### config.mk
export PLATFORM = sky130hd
export DESIGN_NAME = aligned_stack_allocator_flat
export DESIGN_NICKNAME = d
export VERILOG_FILES = /design/src/design/asa_pkg.sv /design/src/design/asa_req_if.sv /design/src/design/asa_rsp_if.sv /design/src/design/asa_cfg_if.sv /design/src/design/asa_ram.sv /design/src/design/asa_ctrl.sv /design/src/design/asa_datapath.sv /design/src/design/aligned_stack_allocator.sv /design/src/flat_wrapper.sv
export SDC_FILE = /design/constraint.sdc
export NUM_CORES = 1
export LEC_CHECK = 0
export ABC_AREA = 1
export BUFFER_PORTS_ARGS = -buffer_cell sky130_fd_sc_hd__buf_2
export CORE_ASPECT_RATIO = 0.75
export CORE_MARGIN = 3
export CORE_UTILIZATION = 35
export CTS_CLUSTER_SIZE = 10
export DETAILED_ROUTE_END_ITERATION = 10
export GPL_ROUTABILITY_DRIVEN = 1
export HOLD_SLACK_MARGIN = 0.08
export SLEW_MARGIN = 20
export SYNTH_ARGS = -nofsm -noshare
export SYNTH_HDL_FRONTEND = slang
export SYNTH_SLANG_ARGS = --single-unit
export TNS_END_PERCENT = 50
### constraint.sdc
create_clock -name clk -period 11.25 [get_ports clk]
set_input_delay 0.5625 -clock clk [delete_from_list [all_inputs] [get_ports clk]]
set_output_delay 0.5625 -clock clk [all_outputs]
set_load 0.01 [all_outputs]
### src/design/asa_pkg.sv
`timescale 1ns / 1ps

package asa_pkg;

	// Defaults for the top-level parameters
	localparam int MAX_ALLOCS_DEF   = 64;
	localparam int HEADER_BYTES_DEF = 1;
	localparam int ADDR_BITS_DEF    = 32;

	// Register reset values
	localparam logic [31:0] BASE_ADDRESS_RST = 32'd0;
	localparam logic [31:0] POOL_SIZE_RST    = 32'd65536;

	// Configuration register indexes
	localparam logic CFG_BASE_ADDRESS = 1'b0;
	localparam logic CFG_POOL_SIZE    = 1'b1;

	typedef enum logic {
		REQ_ALLOC = 1'b0,
		REQ_FREE  = 1'b1
	} req_type_t;

	typedef enum logic [2:0] {
		ST_OK      = 3'd0,
		ST_NOSPACE = 3'd1,
		ST_EMPTY   = 3'd2,
		ST_FULL    = 3'd3,
		ST_BAD     = 3'd4
	} status_code_t;

	typedef enum logic {
		CTL_IDLE,
		CTL_EXEC
	} ctl_state_t;

	// controller -> datapath
	typedef struct packed {
		logic capture; // latch the request fields
		logic commit;  // update state, load the response register
	} dp_cmd_t;

	// datapath -> controller
	typedef struct packed {
		logic rsp_stall; // response register full and not taken this cycle
	} dp_status_t;

endpackage

### src/design/asa_req_if.sv
`timescale 1ns / 1ps

interface asa_req_if;
	logic        valid;
	logic        ready;
	logic        req_type;
	logic [31:0] alloc_size;
	logic [7:0]  align_bytes;
	logic [31:0] release_addr;

	modport source (
		output valid, req_type, alloc_size, align_bytes, release_addr,
		input  ready
	);
	modport sink (
		input  valid, req_type, alloc_size, align_bytes, release_addr,
		output ready
	);
endinterface

### src/design/asa_rsp_if.sv
`timescale 1ns / 1ps

interface asa_rsp_if;
	logic        valid;
	logic        ready;
	logic [31:0] block_addr;
	logic [2:0]  status;
	logic [31:0] bytes_used;
	logic [6:0]  live_count;

	modport source (
		output valid, block_addr, status, bytes_used, live_count,
		input  ready
	);
	modport sink (
		input  valid, block_addr, status, bytes_used, live_count,
		output ready
	);
endinterface

### src/design/asa_cfg_if.sv
`timescale 1ns / 1ps

interface asa_cfg_if;
	logic        valid;
	logic        ready;
	logic        index;
	logic [31:0] data;

	modport source (
		output valid, index, data,
		input  ready
	);
	modport sink (
		input  valid, index, data,
		output ready
	);
endinterface

### src/design/asa_ram.sv
`timescale 1ns / 1ps

module asa_ram #(
	parameter int WIDTH = 8,
	parameter int DEPTH = 64
) (
	input  logic                                   clk,
	input  logic                                   we,
	input  logic [(DEPTH > 1 ? $clog2(DEPTH) : 1)-1:0] waddr,
	input  logic [WIDTH-1:0]                       wdata,
	input  logic [(DEPTH > 1 ? $clog2(DEPTH) : 1)-1:0] raddr,
	output logic [WIDTH-1:0]                       rdata
);

	logic [WIDTH-1:0] mem_q [DEPTH];
	logic [WIDTH-1:0] rdata_q;

	always_ff @(posedge clk) begin
		if (we) begin
			mem_q[waddr] <= wdata;
		end
		rdata_q <= mem_q[raddr];
	end

	assign rdata = rdata_q;

endmodule

### src/design/asa_ctrl.sv
`timescale 1ns / 1ps

module asa_ctrl (
	input  logic                  clk,
	input  logic                  arst_n,
	input  logic                  req_valid,
	output logic                  req_ready,
	input  asa_pkg::dp_status_t   dp_status,
	output asa_pkg::dp_cmd_t      dp_cmd
);

	asa_pkg::ctl_state_t state_q, state_d;

	always_ff @(posedge clk or negedge arst_n) begin
		if (!arst_n) begin
			state_q <= asa_pkg::CTL_IDLE;
		end else begin
			state_q <= state_d;
		end
	end

	always_comb begin
		state_d        = state_q;
		req_ready      = 1'b0;
		dp_cmd.capture = 1'b0;
		dp_cmd.commit  = 1'b0;
		case (state_q)
			asa_pkg::CTL_IDLE: begin
				req_ready = 1'b1;
				if (req_valid) begin
					dp_cmd.capture = 1'b1;
					state_d        = asa_pkg::CTL_EXEC;
				end
			end
			asa_pkg::CTL_EXEC: begin
				// wait for room in the response register
				if (!dp_status.rsp_stall) begin
					dp_cmd.commit = 1'b1;
					state_d       = asa_pkg::CTL_IDLE;
				end
			end
			default: begin
				state_d = asa_pkg::CTL_IDLE;
			end
		endcase
	end

endmodule

### src/design/asa_datapath.sv
`timescale 1ns / 1ps

module asa_datapath #(
	parameter int MAX_ALLOCS   = asa_pkg::MAX_ALLOCS_DEF,
	parameter int HEADER_BYTES = asa_pkg::HEADER_BYTES_DEF,
	parameter int ADDR_BITS    = asa_pkg::ADDR_BITS_DEF
) (
	input  logic                clk,
	input  logic                arst_n,
	input  asa_pkg::dp_cmd_t    dp_cmd,
	output asa_pkg::dp_status_t dp_status,
	input  logic                req_type,
	input  logic [31:0]         alloc_size,
	input  logic [7:0]          align_bytes,
	input  logic [31:0]         release_addr,
	asa_cfg_if.sink             cfg,
	asa_rsp_if.source           rsp
);

	localparam int AW = (MAX_ALLOCS > 1) ? $clog2(MAX_ALLOCS) : 1;
	localparam int DW = $clog2(MAX_ALLOCS + 1);
	localparam int FW = ((ADDR_BITS > 32) ? ADDR_BITS : 32) + 1;

	// allocator state
	logic [ADDR_BITS-1:0] top_q;
	logic [31:0]          used_q;
	logic [DW-1:0]        depth_q;
	logic [31:0]          pool_q;

	// latched request
	logic        type_q;
	logic [31:0] size_q;
	logic [7:0]  align_q;
	logic [31:0] rel_q;

	// response register
	logic        rsp_valid_q;
	logic [31:0] block_addr_q;
	logic [2:0]  status_q;
	logic [31:0] bytes_used_q;
	logic [6:0]  live_count_q;

	logic [ADDR_BITS-1:0] top_d;
	logic [31:0]          used_d;
	logic [DW-1:0]        depth_d;
	logic [31:0]          addr_d;
	asa_pkg::status_code_t st_d;
	logic                 push;

	logic                 cfg_xfer;
	logic [7:0]           stk_rdata;

	// alignment adjustment
	logic       align_pow2;
	logic [7:0] align_mask;
	logic [7:0] adj_base;
	logic [7:0] hdr;
	logic [7:0] need;
	logic [7:0] adj_raise;
	logic [7:0] adj;

	// allocate path
	logic [33:0]          fit_sum;
	logic                 no_space;
	logic [ADDR_BITS-1:0] alloc_addr;
	logic [ADDR_BITS-1:0] alloc_top;

	// release path
	logic [ADDR_BITS-1:0] rel_a;
	logic [ADDR_BITS-1:0] span;
	logic [FW-1:0]        freed;
	logic [31:0]          used_free;
	logic [ADDR_BITS-1:0] free_top;

	assign cfg.ready = 1'b1;
	assign cfg_xfer  = cfg.valid & cfg.ready;

	assign align_pow2 = (align_q != 8'd0) && ((align_q & align_mask) == 8'd0);
	assign align_mask = align_q - 8'd1;
	assign adj_base   = (8'd0 - top_q[7:0]) & align_mask;
	assign hdr        = 8'(HEADER_BYTES);
	assign need       = hdr - adj_base;
	// round the shortfall up to a whole number of alignment steps
	assign adj_raise  = adj_base + ((need + align_mask) & ~align_mask);
	assign adj        = (adj_base < hdr) ? adj_raise : adj_base;

	assign fit_sum    = 34'(used_q) + 34'(adj) + 34'(size_q);
	assign no_space   = fit_sum > 34'(pool_q);
	assign alloc_addr = top_q + ADDR_BITS'(adj);
	assign alloc_top  = alloc_addr + ADDR_BITS'(size_q);

	assign rel_a     = ADDR_BITS'(rel_q);
	// distance back to the release address wraps at the address width
	assign span      = top_q - rel_a;
	assign freed     = FW'(span) + FW'(stk_rdata);
	assign used_free = (freed > FW'(used_q)) ? 32'd0 : 32'(FW'(used_q) - freed);
	assign free_top  = rel_a - ADDR_BITS'(stk_rdata);

	always_comb begin
		top_d   = top_q;
		used_d  = used_q;
		depth_d = depth_q;
		addr_d  = 32'd0;
		st_d    = asa_pkg::ST_OK;
		push    = 1'b0;
		if (type_q == asa_pkg::REQ_ALLOC) begin
			if (size_q == 32'd0 || !align_pow2) begin
				st_d = asa_pkg::ST_BAD;
			end else if (depth_q >= DW'(MAX_ALLOCS)) begin
				st_d = asa_pkg::ST_FULL;
			end else if (no_space) begin
				st_d = asa_pkg::ST_NOSPACE;
			end else begin
				addr_d  = 32'(alloc_addr);
				top_d   = alloc_top;
				used_d  = 32'(fit_sum);
				depth_d = depth_q + DW'(1);
				push    = 1'b1;
			end
		end else begin
			if (depth_q == DW'(0)) begin
				st_d = asa_pkg::ST_EMPTY;
			end else begin
				top_d   = free_top;
				used_d  = used_free;
				depth_d = depth_q - DW'(1);
			end
		end
	end

	// adjustment stack; read port always points at the top entry
	asa_ram #(
		.WIDTH(8),
		.DEPTH(MAX_ALLOCS)
	) u_stack (
		.clk  (clk),
		.we   (dp_cmd.commit & push),
		.waddr(AW'(depth_q)),
		.wdata(adj),
		.raddr(AW'(depth_q - DW'(1))),
		.rdata(stk_rdata)
	);

	always_ff @(posedge clk or negedge arst_n) begin
		if (!arst_n) begin
			top_q       <= ADDR_BITS'(asa_pkg::BASE_ADDRESS_RST);
			used_q      <= 32'd0;
			depth_q     <= '0;
			pool_q      <= asa_pkg::POOL_SIZE_RST;
			rsp_valid_q <= 1'b0;
		end else begin
			if (cfg_xfer) begin
				case (cfg.index)
					asa_pkg::CFG_BASE_ADDRESS: begin
						top_q   <= ADDR_BITS'(cfg.data);
						used_q  <= 32'd0;
						depth_q <= '0;
					end
					asa_pkg::CFG_POOL_SIZE: begin
						pool_q <= cfg.data;
					end
					default: begin
					end
				endcase
			end else if (dp_cmd.commit) begin
				top_q   <= top_d;
				used_q  <= used_d;
				depth_q <= depth_d;
			end
			if (dp_cmd.commit) begin
				rsp_valid_q <= 1'b1;
			end else if (rsp.ready) begin
				rsp_valid_q <= 1'b0;
			end
		end
	end

	always_ff @(posedge clk) begin
		if (dp_cmd.capture) begin
			type_q  <= req_type;
			size_q  <= alloc_size;
			align_q <= align_bytes;
			rel_q   <= release_addr;
		end
		if (dp_cmd.commit) begin
			block_addr_q <= addr_d;
			status_q     <= st_d;
			bytes_used_q <= used_d;
			live_count_q <= 7'(depth_d);
		end
	end

	assign rsp.valid      = rsp_valid_q;
	assign rsp.block_addr = block_addr_q;
	assign rsp.status     = status_q;
	assign rsp.bytes_used = bytes_used_q;
	assign rsp.live_count = live_count_q;

	assign dp_status.rsp_stall = rsp_valid_q & ~rsp.ready;

endmodule

### src/design/aligned_stack_allocator.sv
`timescale 1ns / 1ps

// LIFO bump allocator with per-allocation alignment adjustment.
// Channels (valid/ready, transfer when both are high at a rising edge):
//   cfg : register writes, index 0 base_address (restarts the pool with
//         nothing in use), index 1 pool_size. Always ready; write only
//         while no request is in flight.
//   req : allocate (size, alignment) or release (address of latest block).
//   rsp : one result per request: address, status, bytes in use, live count.
// Timing: a request is taken in idle and executed in execute, which waits
// while the response register is stalled, so a new request is taken only
// after the last has executed; the response is registered, loaded on execute.
// The idle state covers the registered read of the adjustment stack memory.
// Receiver stall: the response register holds its result; one more
// request is taken and waits in execute until the register frees up.
// Reset: top = 0, pool_size = 65536, nothing in use, stack empty. The
// stack memory needs no clearing pass, since only written entries are read.
module aligned_stack_allocator #(
	parameter int MAX_ALLOCS   = asa_pkg::MAX_ALLOCS_DEF,
	parameter int HEADER_BYTES = asa_pkg::HEADER_BYTES_DEF,
	parameter int ADDR_BITS    = asa_pkg::ADDR_BITS_DEF
) (
	input logic       clk,
	input logic       arst_n,
	asa_cfg_if.sink   cfg,
	asa_req_if.sink   req,
	asa_rsp_if.source rsp
);

	asa_pkg::dp_cmd_t    dp_cmd;
	asa_pkg::dp_status_t dp_status;

	// sequencing: idle -> execute -> idle
	asa_ctrl u_ctrl (
		.clk      (clk),
		.arst_n   (arst_n),
		.req_valid(req.valid),
		.req_ready(req.ready),
		.dp_status(dp_status),
		.dp_cmd   (dp_cmd)
	);

	// address arithmetic, state registers, adjustment stack, response register
	asa_datapath #(
		.MAX_ALLOCS  (MAX_ALLOCS),
		.HEADER_BYTES(HEADER_BYTES),
		.ADDR_BITS   (ADDR_BITS)
	) u_datapath (
		.clk         (clk),
		.arst_n      (arst_n),
		.dp_cmd      (dp_cmd),
		.dp_status   (dp_status),
		.req_type    (req.req_type),
		.alloc_size  (req.alloc_size),
		.align_bytes (req.align_bytes),
		.release_addr(req.release_addr),
		.cfg         (cfg),
		.rsp         (rsp)
	);

endmodule
### src/flat_wrapper.sv
// flat-port wrapper written by rule: the top's interface ports become plain ports
module aligned_stack_allocator_flat 
#(
	parameter int MAX_ALLOCS   = asa_pkg::MAX_ALLOCS_DEF,
	parameter int HEADER_BYTES = asa_pkg::HEADER_BYTES_DEF,
	parameter int ADDR_BITS    = asa_pkg::ADDR_BITS_DEF
)
  (clk, arst_n, cfg_valid, cfg_index, cfg_data, cfg_ready, req_valid, req_req_type, req_alloc_size, req_align_bytes, req_release_addr, req_ready, rsp_valid, rsp_block_addr, rsp_status, rsp_bytes_used, rsp_live_count, rsp_ready);
  asa_cfg_if cfg_i ();
  asa_req_if req_i ();
  asa_rsp_if rsp_i ();
  input logic clk;
  input logic arst_n;
  input wire logic [$bits(cfg_i.valid)-1:0] cfg_valid;
  input wire logic [$bits(cfg_i.index)-1:0] cfg_index;
  input wire logic [$bits(cfg_i.data)-1:0] cfg_data;
  output wire logic [$bits(cfg_i.ready)-1:0] cfg_ready;
  input wire logic [$bits(req_i.valid)-1:0] req_valid;
  input wire logic [$bits(req_i.req_type)-1:0] req_req_type;
  input wire logic [$bits(req_i.alloc_size)-1:0] req_alloc_size;
  input wire logic [$bits(req_i.align_bytes)-1:0] req_align_bytes;
  input wire logic [$bits(req_i.release_addr)-1:0] req_release_addr;
  output wire logic [$bits(req_i.ready)-1:0] req_ready;
  output wire logic [$bits(rsp_i.valid)-1:0] rsp_valid;
  output wire logic [$bits(rsp_i.block_addr)-1:0] rsp_block_addr;
  output wire logic [$bits(rsp_i.status)-1:0] rsp_status;
  output wire logic [$bits(rsp_i.bytes_used)-1:0] rsp_bytes_used;
  output wire logic [$bits(rsp_i.live_count)-1:0] rsp_live_count;
  input wire logic [$bits(rsp_i.ready)-1:0] rsp_ready;
  assign cfg_i.valid = cfg_valid;
  assign cfg_i.index = cfg_index;
  assign cfg_i.data = cfg_data;
  assign cfg_ready = cfg_i.ready;
  assign req_i.valid = req_valid;
  assign req_i.req_type = req_req_type;
  assign req_i.alloc_size = req_alloc_size;
  assign req_i.align_bytes = req_align_bytes;
  assign req_i.release_addr = req_release_addr;
  assign req_ready = req_i.ready;
  assign rsp_valid = rsp_i.valid;
  assign rsp_block_addr = rsp_i.block_addr;
  assign rsp_status = rsp_i.status;
  assign rsp_bytes_used = rsp_i.bytes_used;
  assign rsp_live_count = rsp_i.live_count;
  assign rsp_i.ready = rsp_ready;
  aligned_stack_allocator #(.MAX_ALLOCS(MAX_ALLOCS), .HEADER_BYTES(HEADER_BYTES), .ADDR_BITS(ADDR_BITS)) u_core (.clk(clk), .arst_n(arst_n), .cfg(cfg_i), .req(req_i), .rsp(rsp_i));
endmodule
==> impl_metrics.csv <==
group,metric,value,unit
status,status,"complete, no violations",
synth,synth.top_cells.by_count,"nand2_1, edfxtp_1, nor2_1",
worst_setup_path,crit_path_max_fanout,49,
floorplan,die_area,0.132,sq mm
grt,grt.overflow.total,0,
worst_setup_path,crit_path_end_kind,"flip-flop",
place,dpl_worst_slack,2.09,ns
floorplan,core,0.125,sq mm
route,ant_nets,0,
worst_setup_path,r2r_cells,39,
timing,rsz0062_at_grt,"no",
timing,worstMarginPinSlew,1.09,ns
clocking,hold_buffers,69,
final_layout,syn_to_final_growth,14.1,%
grt,grt_pass1_vias,34400,
floorplan,die_h,315,um
floorplan,initial_core_util,35.6,%
min_path,hp-class,"input port to flip-flop",
final_layout,drive_gt1_share,7.90,%
synth,syn_area_per_cell,9.24,sq um
worst_setup_path,cp.arrival,9.75,ns
grt,grt_first_pass_wirelength,228,mm
floorplan,io_pins,188,
worst_setup_path,cp_common_cell,"inv_1",
place,dp_hpwl,115,mm
clocking,cts_buffer_depth,3,
clocking,cts_setup_buffers,0,
synth,async_flop_share,13.6,%
final_layout,final_util,40.6,%
synth,synth_edf_count,659,
place,port_buffers,186,
clocking,cts.clk_slew.worst_paths,0.06,ns
synth,syn_inst,4831,
floorplan,die_x,418,um
timing,fin_worst_skew,0.0550,ns
timing,finalWorstPathRequiredPeriod,9.32,ns
job,maxCapViolCount,0,
route,wirelength,158,mm
synth,synthTopCellsByArea,"edfxtp_1, ha_1, nand2_1, dfrtp_1, nor2_1",
route,drtIter0Drc,4603,
min_path,hold_depth,1,
place,routabilityCongestion,0.994,
worst_setup_path,cp.depth,39,
timing,whs,0.123,ns
clocking,cts.sinks,772,
route,wl_per_cell,23.3,um
timing,finalHoldViolCount,0,
synth,yosys_warnings,0,
timing,final_max_slew_viol_count,0,
floorplan,fp-row-count,112,
synth,synth_flop_cell,"edfxtp_1",
route,via_count,37400,
synth,synth_cell_types,60,
timing,fin_crit_sh,82.8,%
worst_setup_path,rr_startpoint,"u_core.u_datapath.align_q[0]",
timing,finalSetupViolations,0,
synth,synth-seq-cells,772,
route,viasPerCell,5.52,
route,drt_pass1_iterations,6,
worst_setup_path,critical-path-top-delay-family,"simple AND/OR/NAND/NOR gates",
synth,synth_area_leader_cell,"edfxtp_1",
worst_setup_path,r2r-end,"u_core.u_datapath.rsp.bytes_used[25]",
timing,slew_headroom,27.1,%
timing,max_freq,107,MHz
clocking,cts_tree,"done",
synth,synth_seq_area_share,50.6,%
timing,tns,0,ns
worst_setup_path,path_buf_inv,8,
clocking,cts_inserted_buffers,92,
timing,worst_slack,1.93,ns
worst_setup_path,critPathRequiredTime,11.68,ns
worst_setup_path,cp_slowest_cell,"o21ai_0",
worst_setup_path,reg2reg_slack,1.93,ns
grt,grt_max_degree,177,
worst_setup_path,worstSetupPathType,"flip-flop to flip-flop",
worst_setup_path,crit_end,"u_core.u_datapath.rsp.bytes_used[25]",
synth,synth_area,0.0446,sq mm
grt,grt_antenna_before_repair,6,
synth,yosys.area.top_type_share,44.4,%
synth,synth_most_common_cell,"nand2_1",
clocking,cts_resized,0,
clocking,cts_root_buf,"clkbuf_16",
grt,track_usage,23.3,%
worst_setup_path,cp-start-kind,"flip-flop",
final_layout,nNetsFinal,5438,
clocking,htreeDepth,3,
worst_setup_path,startpoint,"u_core.u_datapath.align_q[0]",
worst_setup_path,max_stage_delay,0.58,ns
route,drcViolationCount,0,
clocking,clk_latency,0.72,ns
synth,synthesis.nets,5218,
==> flip-flops by register name, indices dropped and copies added, names as in the netlist, 3 cells and up <==
name / flops
u_core.u_datapath.align_q: 8
u_core.u_datapath.depth_q: 7
u_core.u_datapath.pool_q: 32
u_core.u_datapath.rel_a: 32
u_core.u_datapath.rsp.block_addr: 32
u_core.u_datapath.rsp.bytes_used: 32
u_core.u_datapath.rsp.live_count: 7
u_core.u_datapath.rsp.status: 3
u_core.u_datapath.size_q: 32
u_core.u_datapath.top_q: 32
u_core.u_datapath.u_stack.mem_q: 512
u_core.u_datapath.u_stack.rdata: 8
u_core.u_datapath.used_q: 32
==> routing by layer <==
metal  track usage (%)  vias up  share of wire [%]  routed length (um)
met3              5.86      209                 11               17500
met1              35.7    18000                 46               73000
met5                 0        -                  0                   0
met2              31.7     1871                 39               62300
li1                  -    17300                  -                   -
met4              7.14        0                3.3                5170
==> layout make-up <==
cell class / instances / area [sq um]
antenna: 3 / 7.51
clock buffer: 136 / 2550
clock inverter: 18 / 284
fill: 12200 / 74500
inverter: 539 / 2030
multi-input combinational: 3355 / 19500
sequential: 772 / 22600
tap: 1653 / 2070
timing repair buffer: 291 / 1920
==> how the worst min path moves through the flow <==
stage                                      startpoint                     endpoint  slack (ns)
after global routing                req_alloc_size[1]  u_core.u_datapath.size_q[1]        0.09
after global placement    u_core.u_datapath.pool_q[5]  u_core.u_datapath.pool_q[5]        0.46
after floorplan                                arst_n        u_core.u_ctrl.state_q        0.27
final                               req_alloc_size[1]  u_core.u_datapath.size_q[1]        0.12
after detailed placement  u_core.u_datapath.pool_q[5]  u_core.u_datapath.pool_q[5]        0.47
after CTS                                 cfg_data[4]  u_core.u_datapath.pool_q[4]        0.08
==> metrics by stage <==
step / cell area [sq um] / cells
after floorplan: 44600 / 4831
after detailed placement: 47400 / 6540
after global routing: 50900 / 6767
after CTS: 50900 / 6763
final: 50900 / 6767
after global placement: 47400 / 6540
==> cell families after synthesis <==
group                      after synthesis  share of synthesized area [%]
xor gates and xnor gates               132                           2.59
other                                    2                         0.0168
muxes                                   81                           1.84
buffers and inverters                  704                           5.97
DFF                                    772                           50.6
adders and majority gates              276                           7.99
and+or+nand+nor                       1922                           18.3
AOI/OAI and AO/OA                      942                           12.7
==> layout by cell type, fill, tap and decap left out, drive strengths merged, types with 38 or more instances in the layout <==
master         n
nand2        791
edfxtp       659
nor2         648
inv          535
o21ai        357
a21oi        272
nand3        266
ha           261
buf          222
clkbuf       136
dfrtp        104
xor2          94
o221ai        77
mux2i         72
nand4         71
o211ai        69
dlygate4sd3   69
o32ai         56
nor3          52
xnor2         38
Power is not shown: default switching activity piles up to over one toggle a cycle in this logic, so the estimate is an artifact.
